File: config.mk
export PLATFORM = sky130hd
export DESIGN_NAME = fractional_n_tuning_word
export DESIGN_NICKNAME = d
export VERILOG_FILES = /design/src/hdl/fntw_pkg.sv /design/src/hdl/fractional_n_tuning_word.sv
export SDC_FILE = /design/constraint.sdc
export NUM_CORES = 2
export LEC_CHECK = 0
export BUFFER_PORTS_ARGS = -buffer_cell sky130_fd_sc_hd__buf_2
export CORE_UTILIZATION = 40
export DETAILED_ROUTE_END_ITERATION = 8
export GPL_TIMING_DRIVEN = 0
export SLEW_MARGIN = 40
export SYNTH_ARGS = -nofsm -noshare
export SYNTH_HDL_FRONTEND = slang
export SYNTH_SLANG_ARGS = --single-unit
File: constraint.sdc
create_clock -name aclk -period 13.3 [get_ports aclk]
set_clock_uncertainty 0.05 [all_clocks]
set_input_delay 1.33 -clock aclk [delete_from_list [all_inputs] [get_ports aclk]]
set_output_delay 1.33 -clock aclk [all_outputs]
set_load 0.01 [all_outputs]
File: src/hdl/fntw_pkg.sv
// ----------------------------------------------------------------------------
// Fractional-N tuning word package
// Request and result types, pipeline stage record, constants and the
// per-stage arithmetic of the tuning word pipeline.
// ----------------------------------------------------------------------------
package fntw_pkg;

    // Field widths.
    localparam int FREQ_W   = 22;
    localparam int SR_W     = 26;
    localparam int REF_W    = 16;
    localparam int INT_W    = 9;
    localparam int FRAC_W   = 18;
    localparam int PUMP_W   = 3;
    localparam int FILT_W   = 6;
    localparam int FVCO_W   = 23;

    // Long division of fvco * 2^18 by the reference, four quotient bits per stage.
    localparam int DIV_STEPS  = 4;
    localparam int DIV_STAGES = 11;
    localparam int NUM_W      = DIV_STEPS * DIV_STAGES;
    localparam int QUO_W      = INT_W + FRAC_W;
    localparam int REM_W      = REF_W;

    // One front stage followed by the division stages.
    localparam int NUM_STAGES = DIV_STAGES + 1;

    // Filter code arithmetic: symbol rate times 135 and its thresholds.
    localparam int PROD_W     = 34;
    localparam int FILT_STEPS = 44;
    localparam logic [63:0] MHZ    = 64'd1000000;
    localparam logic [63:0] SR_MUL = 64'd135;
    localparam logic [63:0] SR_DIV = 64'd200;

    // Configuration port.
    localparam int APB_DW = 32;
    localparam int ADDR_W = 3;
    localparam logic [0:0] REG_REF_FREQ = 1'b0;
    localparam logic [REF_W-1:0] REF_FREQ_RESET = 16'd16000;

    // Prescaler band limit and charge pump band edges in kHz.
    localparam logic [FREQ_W-1:0] LOW_BAND_MAX_KHZ = 22'd1300000;
    localparam logic [FVCO_W-1:0] PUMP_EDGE_1 = 23'd2700000;
    localparam logic [FVCO_W-1:0] PUMP_EDGE_2 = 23'd2950000;
    localparam logic [FVCO_W-1:0] PUMP_EDGE_3 = 23'd3300000;
    localparam logic [FVCO_W-1:0] PUMP_EDGE_4 = 23'd3700000;
    localparam logic [FVCO_W-1:0] PUMP_EDGE_5 = 23'd4200000;
    localparam logic [FVCO_W-1:0] PUMP_EDGE_6 = 23'd4800000;

    typedef struct packed {
        logic [FREQ_W-1:0] freq_khz;
        logic [SR_W-1:0]   sym_rate;
    } req_t;

    typedef struct packed {
        logic [INT_W-1:0]  int_divider;
        logic [FRAC_W-1:0] frac_divider;
        logic [PUMP_W-1:0] pump_current;
        logic              prescale_sel;
        logic [FILT_W-1:0] filter_code;
    } rsp_t;

    // Everything one item carries down the pipeline.
    typedef struct packed {
        logic [REM_W-1:0]      rem;
        logic [NUM_W-1:0]      num;
        logic [QUO_W-1:0]      quo;
        logic [FVCO_W-1:0]     fvco;
        logic                  psel;
        logic [PROD_W-1:0]     prod;
        logic [FILT_STEPS-1:0] thermo;
        logic [FILT_W-1:0]     filt;
        logic [PUMP_W-1:0]     pump;
    } pipe_t;

    // Front stage: prescaler choice, fvco, symbol rate product, divider seed.
    function automatic pipe_t front(req_t r);
        pipe_t p;
        p = '0;
        if (r.freq_khz <= LOW_BAND_MAX_KHZ) begin
            p.psel = 1'b1;
            p.fvco = FVCO_W'({r.freq_khz, 2'b00});
        end else begin
            p.psel = 1'b0;
            p.fvco = {r.freq_khz, 1'b0};
        end
        p.num  = NUM_W'({p.fvco, {FRAC_W{1'b0}}});
        p.prod = PROD_W'(r.sym_rate) * PROD_W'(SR_MUL);
        return p;
    endfunction

    // Restoring division steps of one stage.
    function automatic pipe_t div_stage(pipe_t p, logic [REF_W-1:0] rdiv);
        pipe_t o;
        logic [REM_W:0] t;
        o = p;
        for (int i = 0; i < DIV_STEPS; i++) begin
            t     = {o.rem, o.num[NUM_W-1]};
            o.num = {o.num[NUM_W-2:0], 1'b0};
            if (t >= {1'b0, rdiv}) begin
                o.rem = REM_W'(t - {1'b0, rdiv});
                o.quo = {o.quo[QUO_W-2:0], 1'b1};
            end else begin
                o.rem = t[REM_W-1:0];
                o.quo = {o.quo[QUO_W-2:0], 1'b0};
            end
        end
        return o;
    endfunction

    // Charge pump code from the fvco band; code 4 is skipped.
    function automatic logic [PUMP_W-1:0] pump_code(logic [FVCO_W-1:0] fvco);
        logic [PUMP_W-1:0] c;
        if (fvco < PUMP_EDGE_1) begin
            c = 3'd0;
        end else if (fvco < PUMP_EDGE_2) begin
            c = 3'd1;
        end else if (fvco < PUMP_EDGE_3) begin
            c = 3'd2;
        end else if (fvco < PUMP_EDGE_4) begin
            c = 3'd3;
        end else if (fvco < PUMP_EDGE_5) begin
            c = 3'd5;
        end else if (fvco < PUMP_EDGE_6) begin
            c = 3'd6;
        end else begin
            c = 3'd7;
        end
        return c;
    endfunction

    // Bit j is set when the cutoff rounds up past (j + 6) MHz, that is when
    // sym_rate * 135 >= 200 * ((j + 1) MHz + 1).
    function automatic logic [FILT_STEPS-1:0] thermo_of(logic [PROD_W-1:0] prod);
        logic [FILT_STEPS-1:0] t;
        for (int j = 0; j < FILT_STEPS; j++) begin
            t[j] = prod >= PROD_W'((64'(j) + 64'd1) * MHZ * SR_DIV + SR_DIV);
        end
        return t;
    endfunction

    // The thermometer code has a single edge; its position is the filter code.
    function automatic logic [FILT_W-1:0] therm_to_code(logic [FILT_STEPS-1:0] t);
        logic [FILT_W-1:0] c;
        c = '0;
        for (int j = 1; j < FILT_STEPS; j++) begin
            if (t[j-1] && !t[j]) begin
                c = c | FILT_W'(j);
            end
        end
        if (t[FILT_STEPS-1]) begin
            c = c | FILT_W'(FILT_STEPS);
        end
        return c;
    endfunction

endpackage

File: src/hdl/fractional_n_tuning_word.sv
// ----------------------------------------------------------------------------
// Fractional-N tuning word
// Turns a carrier frequency and symbol rate into divider, charge pump,
// prescaler and baseband filter settings.
// ----------------------------------------------------------------------------
// The block takes one request per clock unless back-pressure holds it, and
// returns the results in order. A 44-step restoring divider forms
// fvco * 2^18 / ref_freq_khz: a front stage picks the prescaler and forms
// fvco and the symbol rate product, then eleven stages each resolve four
// quotient bits. The charge pump and filter codes are worked out alongside in
// the first two division stages. Each stage holds its item until the next one
// frees up, so back-pressure on the result side fills bubbles before it stops
// the request side. ref_freq_khz (byte address 0) resets to 16000; the user
// must change it only while no request is in flight, as the block does not
// enforce this. A zero reference gives zero integer and fractional dividers.
module fractional_n_tuning_word (
    input  logic                              aclk,
    input  logic                              aresetn,
    // Request channel
    input  logic                              s_valid,
    output logic                              s_ready,
    input  fntw_pkg::req_t                    s_data,
    // Result channel
    output logic                              m_valid,
    input  logic                              m_ready,
    output fntw_pkg::rsp_t                    m_data,
    // Configuration port
    input  logic                              psel,
    input  logic                              penable,
    input  logic                              pwrite,
    input  logic [fntw_pkg::ADDR_W-1:0]       paddr,
    input  logic [fntw_pkg::APB_DW-1:0]       pwdata,
    output logic [fntw_pkg::APB_DW-1:0]       prdata,
    output logic                              pready
);

    localparam int NS = fntw_pkg::NUM_STAGES;

    logic [fntw_pkg::REF_W-1:0] ref_reg;
    logic [NS-1:0]              valid_reg;
    logic [NS-1:0]              valid_next;
    logic [NS:0]                stage_ready;
    logic [NS-1:0]              stage_load;
    fntw_pkg::pipe_t            stage_reg  [NS];
    fntw_pkg::pipe_t            stage_next [NS];
    logic                       reg_hit;

    // Register decode; the port never waits.
    assign pready  = 1'b1;
    assign reg_hit = paddr[fntw_pkg::ADDR_W-1:2] == fntw_pkg::REG_REF_FREQ;

    always_comb begin
        prdata = '0;
        if (reg_hit) begin
            prdata = fntw_pkg::APB_DW'(ref_reg);
        end
    end

    // Reference frequency register.
    always_ff @(posedge aclk) begin
        if (!aresetn) begin
            ref_reg <= fntw_pkg::REF_FREQ_RESET;
        end else if (psel && penable && pwrite && reg_hit) begin
            ref_reg <= pwdata[fntw_pkg::REF_W-1:0];
        end
    end

    // A stage takes a new item when it is empty or its successor takes its own.
    always_comb begin
        stage_ready[NS] = m_ready;
        for (int k = NS - 1; k >= 0; k--) begin
            stage_ready[k] = !valid_reg[k] || stage_ready[k+1];
        end
        for (int k = 0; k < NS; k++) begin
            if (k == 0) begin
                stage_load[k] = stage_ready[k] && s_valid;
                valid_next[k] = stage_ready[k] ? s_valid : valid_reg[k];
            end else begin
                stage_load[k] = stage_ready[k] && valid_reg[k-1];
                valid_next[k] = stage_ready[k] ? valid_reg[k-1] : valid_reg[k];
            end
        end
    end

    assign s_ready = stage_ready[0];

    // Stage arithmetic: front stage, then division with the side codes.
    always_comb begin
        stage_next[0] = fntw_pkg::front(s_data);
        for (int k = 1; k < NS; k++) begin
            stage_next[k] = fntw_pkg::div_stage(stage_reg[k-1], ref_reg);
        end
        stage_next[1].pump   = fntw_pkg::pump_code(stage_reg[0].fvco);
        stage_next[1].thermo = fntw_pkg::thermo_of(stage_reg[0].prod);
        stage_next[2].filt   = fntw_pkg::therm_to_code(stage_reg[1].thermo);
    end

    // Valid bits.
    always_ff @(posedge aclk) begin
        if (!aresetn) begin
            valid_reg <= '0;
        end else begin
            valid_reg <= valid_next;
        end
    end

    // Stage data registers.
    always_ff @(posedge aclk) begin
        for (int k = 0; k < NS; k++) begin
            if (stage_load[k]) begin
                stage_reg[k] <= stage_next[k];
            end
        end
    end

    // Result from the last stage; a zero reference clears the divider fields.
    assign m_valid = valid_reg[NS-1];

    always_comb begin
        m_data.int_divider  = stage_reg[NS-1].quo[fntw_pkg::QUO_W-1:fntw_pkg::FRAC_W];
        m_data.frac_divider = stage_reg[NS-1].quo[fntw_pkg::FRAC_W-1:0];
        m_data.pump_current = stage_reg[NS-1].pump;
        m_data.prescale_sel = stage_reg[NS-1].psel;
        m_data.filter_code  = stage_reg[NS-1].filt;
        if (ref_reg == '0) begin
            m_data.int_divider  = '0;
            m_data.frac_divider = '0;
        end
    end

endmodule

; Word level (Yosys, flattened, before mapping)
; Memories as Yosys holds them, arrays and structs flattened.
; Index checks and enable logic that the tools add are counted.
[classes]
add_sub_neg = 44
n_mul = 1
div_mod_pow = 0
magnitude_cmp = 95
n_eq_ne = 1
shift = 0
muxes = 182
bitwise_logic = 1
reduce_logical = 126
[ops]
columns = cell, n
row1 = 2-to-1 mux 16 bit, 47
row2 = greater-or-equal comparator 17 x 16 -> 1 bit, 44
row3 = "greater-or-equal comparator 34 x 33 -> 1 bit, second input constant", 21
row4 = subtractor 16 bit, 44
row5 = "greater-or-equal comparator 34 x 32 -> 1 bit, second input constant", 11
row6 = "greater-or-equal comparator 34 x 31 -> 1 bit, second input constant", 5
row7 = "greater-or-equal comparator 34 x 30 -> 1 bit, second input constant", 3
row8 = "less-than comparator 23 x 22 -> 1 bit, second input constant", 4
row9 = 2-to-1 mux 5 bit, 16
row10 = 2-to-1 mux 6 bit, 13
row11 = 2-to-1 mux 3 bit, 24
row12 = 2-to-1 mux 1 bit, 70
row13 = "greater-or-equal comparator 34 bit, second input constant", 2
row14 = logical AND 1 bit, 58
row15 = logical NOT 1 bit, 55
row16 = "less-than comparator 23 bit, second input constant", 2
row17 = "greater-or-equal comparator 34 x 28 -> 1 bit, second input constant", 1
row18 = "greater-or-equal comparator 34 x 29 -> 1 bit, second input constant", 1
row19 = "multiplier 26 x 8 -> 34 bit, second input constant", 1
row20 = 2-to-1 mux 4 bit, 8
row21 = 2-to-1 mux 27 bit, 1
row22 = 2-to-1 mux 24 bit, 1
row23 = "<= comparator 22 x 21 -> 1 bit, second input constant", 1
row24 = logical NOT 16 bit, 1
row25 = other kinds (4), 16
[word_totals]
reg_bits = 28
latch_bits = 0
ramBits = 2328
rom_bits = 0
in_bits = 90
out_inout_bits = 72
wordCells = 464
n_memories = 1
[mem_list]
columns = memory, depth, word_bits, rd, rd_ports_with_merged_regs, wr, line_no
row1 = stage_reg, 12, 194, 12, 0, 12, fractional_n_tuning_word.sv:44  ; fntw_pkg::pipe_t stage_reg [NS];

; Longest topological paths before layout
; An unclocked memory read counts as a cell.
[depth]
depth_word = 47
depth_mapped = 51
ltp_nobuf = 46

; Least setup slack after synthesis
; OpenSTA, ideal clock, no wires.
[synth_path]
path_type = flip-flop to flip-flop
startpoint = register ref_reg[1] (netlist bit)
endpoint = memory stage_reg[1][767] (netlist bit) (data pin)
setup_time_ps = 262
arrival_time_ps = 11922
required_ps = 12988
setup_slack_ps = 1066
stages_incl_launch_ff = 45
path_buffers = 5
synth_period_minus_slack_ps = 12234
cell_sequence = dfxtp_1 > inv_1 > ha_1 > nor2b_1 > o31a_1 > o31ai_2 > o21ai_1 > o31ai_2 > clkbuf_1 > buf_1 > mux2_2 > ha_1 > a21oi_1 > o21a_1 > nand2_1 > nor3_1 > nor2_1 > o221a_2 > (+9 left out) > o21ai_0 > o211ai_1 > mux2i_4 > clkbuf_1 > nor2_1 > ha_1 > nor2b_1 > o21ai_0 > a21boi_0 > o31ai_1 > nand3_1 > o211ai_1 > o2111ai_1 > nor3_1 > nor2_1 > nor4_4 > buf_4 > mux2_1
[synth_rtl]
columns = element, line_no
row1 = start: declaration, fractional_n_tuning_word.sv:39  ; logic [fntw_pkg::REF_W-1:0] ref_reg;
row2 = start signal: assignment, fractional_n_tuning_word.sv:62  ; ref_reg <= fntw_pkg::REF_FREQ_RESET;
row3 = start signal: assignment, fractional_n_tuning_word.sv:64  ; ref_reg <= pwdata[fntw_pkg::REF_W-1:0];
row4 = end: declaration, fractional_n_tuning_word.sv:44

==> tab_implementation.tex <==
\begin{tabular}{lr}
\hline
Metric & Value \\
\hline
\multicolumn{2}{l}{\textbf{Floorplan}} \\
\quad Die Y & 400 µm \\
\quad Die W & about 400 µm \\
\quad Number of cell rows & approximately 150 \\
\quad Starting Density & 0.404 \\
\quad Die Footprint & 0.160 mm² \\
\quad Boundary Pins & 162 \\
\quad Floorplan core area & between 0.15 and 0.2 mm² \\
\multicolumn{2}{l}{\textbf{Global route}} \\
\quad Antenna violations before repair & 5 \\
\quad GR Util All Layers & 0.255 \\
\quad Largest net degree at the start of global routing & 49 \\
\quad Number of global-route vias before repair & 54.9k \\
\quad First-pass GRT wire length & 317 mm \\
\quad Remaining global-route overflow & 0 \\
\multicolumn{2}{l}{\textbf{Routing}} \\
\quad Number of vias per cell after detailed routing & just under 6 \\
\quad Antenna-violating nets left & 0 \\
\quad Vias post-DR & $\sim$57k \\
\quad Post-Route WL & 209 mm \\
\quad DRT Pass-1 Iters & 6 \\
\quad Number of DRC markers in iteration 0 & $\sim$4.3k \\
\quad Total DRC errors in the routed layout & 0 \\
\quad Wirelength per Cell & 21.7 µm \\
\multicolumn{2}{l}{\textbf{Worst setup path}} \\
\quad Slowest cell on crit path & sky130\_fd\_sc\_hd\_\_mux2\_4 \\
\quad Type of the worst setup path & reg -> reg \\
\quad Required time of the critical path & 13.67 ns \\
\quad Signal arrival time at the worst endpoint & 13.00 ns \\
\quad Reg2Reg Setup Slack & about 0.67 ns \\
\quad Crit end category & flop \\
\quad Setup crit start kind & flop \\
\quad Largest fanout of any net on the critical path & 12 \\
\quad Crit path largest cell delay & 0.45 ns \\
\multicolumn{2}{l}{\textbf{CTS}} \\
\quad CTS tree & built \\
\quad Clk pin slew, worst setup/hold paths & around 0.060 ns \\
\quad Number of buffers created by CTS & between 70 and 80 \\
\quad Deepest level of the CTS H-tree & 3 \\
\quad Hold buffer count at cts & 0 \\
\quad Clock latency on the worst-skew pair & 0.69 ns \\
\quad CTS Root Cell & sky130\_fd\_sc\_hd\_\_clkbuf\_16 \\
\quad Clock sink count & $\sim$560 \\
\quad Maximum number of buffers from clock root to sink & 3 \\
\multicolumn{2}{l}{\textbf{Timing}} \\
\quad Transition time at the pin with the least slew margin & 0.914 ns \\
\quad Worst-case headroom to the max-slew limit & 0.391 \\
\quad Final-report max-slew violation count & 0 \\
\quad Fin. Hold Viols & 0 \\
\quad Final worst path period share & 0.950 \\
\quad Time the final worst path needs with I/O delays and setup & 12.63 ns \\
\quad Maximum operating frequency & 0.0792 GHz \\
\quad Total setup violations reported at the end of the flow & 0 \\
\multicolumn{2}{l}{\textbf{Synth}} \\
\quad Number of unique standard cell types used by synthesis & 112 \\
\quad Synthesis-stage register bit count & 564 \\
\quad Synthesis warning total & 0 \\
\quad Library cell with the largest summed area after synthesis & sky130\_fd\_sc\_hd\_\_edfxtp\_1 \\
\quad Count of flip-flops with a built-in enable after synthesis & 536 \\
\quad Top flip-flop cell by instance count after synthesis & sky130\_fd\_sc\_hd\_\_edfxtp\_1 \\
\quad Register area share after synthesis & 0.263 \\
\quad Gate count of the mapped netlist & just over 7k \\
\quad Syn\_area\_per\_cell & approximately 8.7 µm² \\
\quad Synth Area in Adders & 0.173 \\
\quad Combined area of all synthesized cells & about 0.063 mm² \\
\quad XOR/XNOR Fraction of Synth Area & 0.0727 \\
\quad Largest family of logic cells by synthesized area & compound AO/OA/AOI/OAI gates \\
\quad Proportion of netlist area held by the largest area contributor & 0.254 \\
\quad Complex-gate fraction of the synthesized area & 0.219 \\
\quad Leading post-synthesis cells by cell area & sky130\_fd\_sc\_hd\_\_edfxtp\_1 25\%, sky130\_fd\_sc\_hd\_\_ha\_1 15\%, sky130\_fd\_sc\_hd\_\_mux2\_2 5.0\% \\
\quad Share of synthesized cell area in and, or, nand and nor gates & 0.170 \\
\quad Multiplexer fraction of the synthesized cell area & 0.0629 \\
\quad Fraction of registers with async set/reset & 0 \\
\multicolumn{2}{l}{\textbf{Final layout}} \\
\quad Final Instance Count excl. Fillers & slightly below 10k \\
\quad Share of final-layout standard cells stronger than drive strength 1 & 0.111 \\
\quad N\_diodes & 0 \\
\quad Final-stage net count & around 8.5k \\
\quad Relative area change from synthesis to final layout & 11.5\% \\
\quad Number of flip-flops in the largest register & approximately 540 \\
\multicolumn{2}{l}{\textbf{Min path}} \\
\quad Path class of the lowest-slack min-delay path & reg -> reg \\
\multicolumn{2}{l}{\textbf{Outcome}} \\
\quad Result of the run & completed \\
\multicolumn{2}{l}{\textbf{Placement}} \\
\quad Placed Cells incl. Taps & 9505 \\
\quad Gpl congestion & 0.994 \\
\quad Port Buf Inserts & 125 \\
\quad Final HPWL from detailed placement & 163 mm \\
\multicolumn{2}{l}{\textbf{Run}} \\
\quad Maxcap violations & 0 \\
\hline
\end{tabular}
==> cell type report <==
type / instances / area (µm²)
plain buffers: 210 / 1030
clock inverters: 47 / 499
flip-flops and latches: 564 / 16700
clock buffers: 85 / 1890
multi-input cells: 6093 / 44600
fillers: 15200 / 86000
repair buffers: 184 / 1680
well taps: 2058 / 2570
inverters: 410 / 1620
==> kinds of logic after synthesis <==
logic type	Yosys count
XOR/XNOR	525
flip-flops	564
AO/OA/AOI/OAI	2173
adder cells (fa/ha/maj)	831
other	2
buffers and inverters	622
multiplexers	358
AND/OR/NAND/NOR	2189
==> per-layer routing <==
layer  GRT usage  wire length, µm
met1       0.346            95500
met4      0.0994             8590
met3      0.0314            12200
met5           0               38
met2       0.412            92700
==> cells in the final DEF (no fill, tap or decap), drive strengths merged, types with 174 or more instances in the layout <==
| cell type | n |
|---|---|
| inv | 411 |
| a21o | 195 |
| clkbuf | 230 |
| a21oi | 607 |
| nor2b | 184 |
| xor2 | 180 |
| nor2 | 568 |
| xnor2 | 345 |
| buf | 249 |
| o21ai | 547 |
| ha | 760 |
| mux2 | 305 |
| nand3 | 174 |
| edfxtp | 536 |
| nand2 | 552 |
==> worst max-delay path, delay by kind of cell, from the launching register on <==
| family | cells | cell delay [ns] |
|---|---|---|
| DFF | 1 | 0.43 |
| adders and majority gates | 4 | 1.02 |
| AOI/OAI and AO/OA | 21 | 4.48 |
| muxes | 4 | 1.43 |
| and+or+nand+nor | 7 | 1.45 |
| buffers and inverters | 15 | 3.39 |
==> worst paths after layout <==
check                           depth (start not counted)                end         startpoint
worst max-delay path                                   51  stage_reg[2][192]         ref_reg[0]
worst max register to register                         51  stage_reg[2][192]         ref_reg[0]
worst min register to register                          0  stage_reg[0][586]  stage_reg[0][392]
worst min-delay path                                    0  stage_reg[0][586]  stage_reg[0][392]
==> per-stage QoR <==
| stage | utilization | setup TNS, ns | hold slack, ns | instance area [µm²] | setup WS, ns |
|---|---|---|---|---|---|
| after floorplan | - | 0 | 0.350 | 63300 | 1.07 |
| after global placement | 0.425 | -615.99 | 0.350 | 66500 | -4.98 |
| after detailed placement | 0.433 | -33.85 | 0.355 | 67800 | -1.71 |
| after CTS | 0.449 | 0 | 0.335 | 70200 | 0.00864 |
| after global routing | 0.450 | -0.0145 | 0.354 | 70500 | -0.0117 |
| final | 0.450 | 0 | 0.341 | 70500 | 0.669 |
==> synthesized netlist by cell type (51+ instances only) <==
master and instances:
sky130_fd_sc_hd__o21a_1 130, sky130_fd_sc_hd__clkbuf_1 142, sky130_fd_sc_hd__nand2b_1 109, sky130_fd_sc_hd__nand2_1 551
sky130_fd_sc_hd__mux2i_1 52, sky130_fd_sc_hd__a21o_1 195, sky130_fd_sc_hd__o211ai_1 60, sky130_fd_sc_hd__a211oi_1 63
sky130_fd_sc_hd__o21bai_1 81, sky130_fd_sc_hd__xor2_1 180, sky130_fd_sc_hd__fa_1 71, sky130_fd_sc_hd__edfxtp_1 536
sky130_fd_sc_hd__a31oi_1 68, sky130_fd_sc_hd__mux2_2 282, sky130_fd_sc_hd__a21oi_1 606, sky130_fd_sc_hd__nor2_1 566
sky130_fd_sc_hd__nor3_1 144, sky130_fd_sc_hd__ha_1 760, sky130_fd_sc_hd__xnor2_1 345, sky130_fd_sc_hd__nand4_1 124
sky130_fd_sc_hd__o21ai_0 538, sky130_fd_sc_hd__nor4_1 51, sky130_fd_sc_hd__inv_1 400, sky130_fd_sc_hd__nor2b_1 184
sky130_fd_sc_hd__and3_1 56, sky130_fd_sc_hd__a21boi_0 51, sky130_fd_sc_hd__nand3_1 174
==> what timing repair did <==
action,4_1_cts,5_1_grt
pin swaps,1,5
endpoints found under the setup margin,65,157
resized for setup,19,83
buffers inserted,3,13
Power is not shown: default switching activity piles up to over one toggle a cycle in this logic, so the estimate is an artifact.
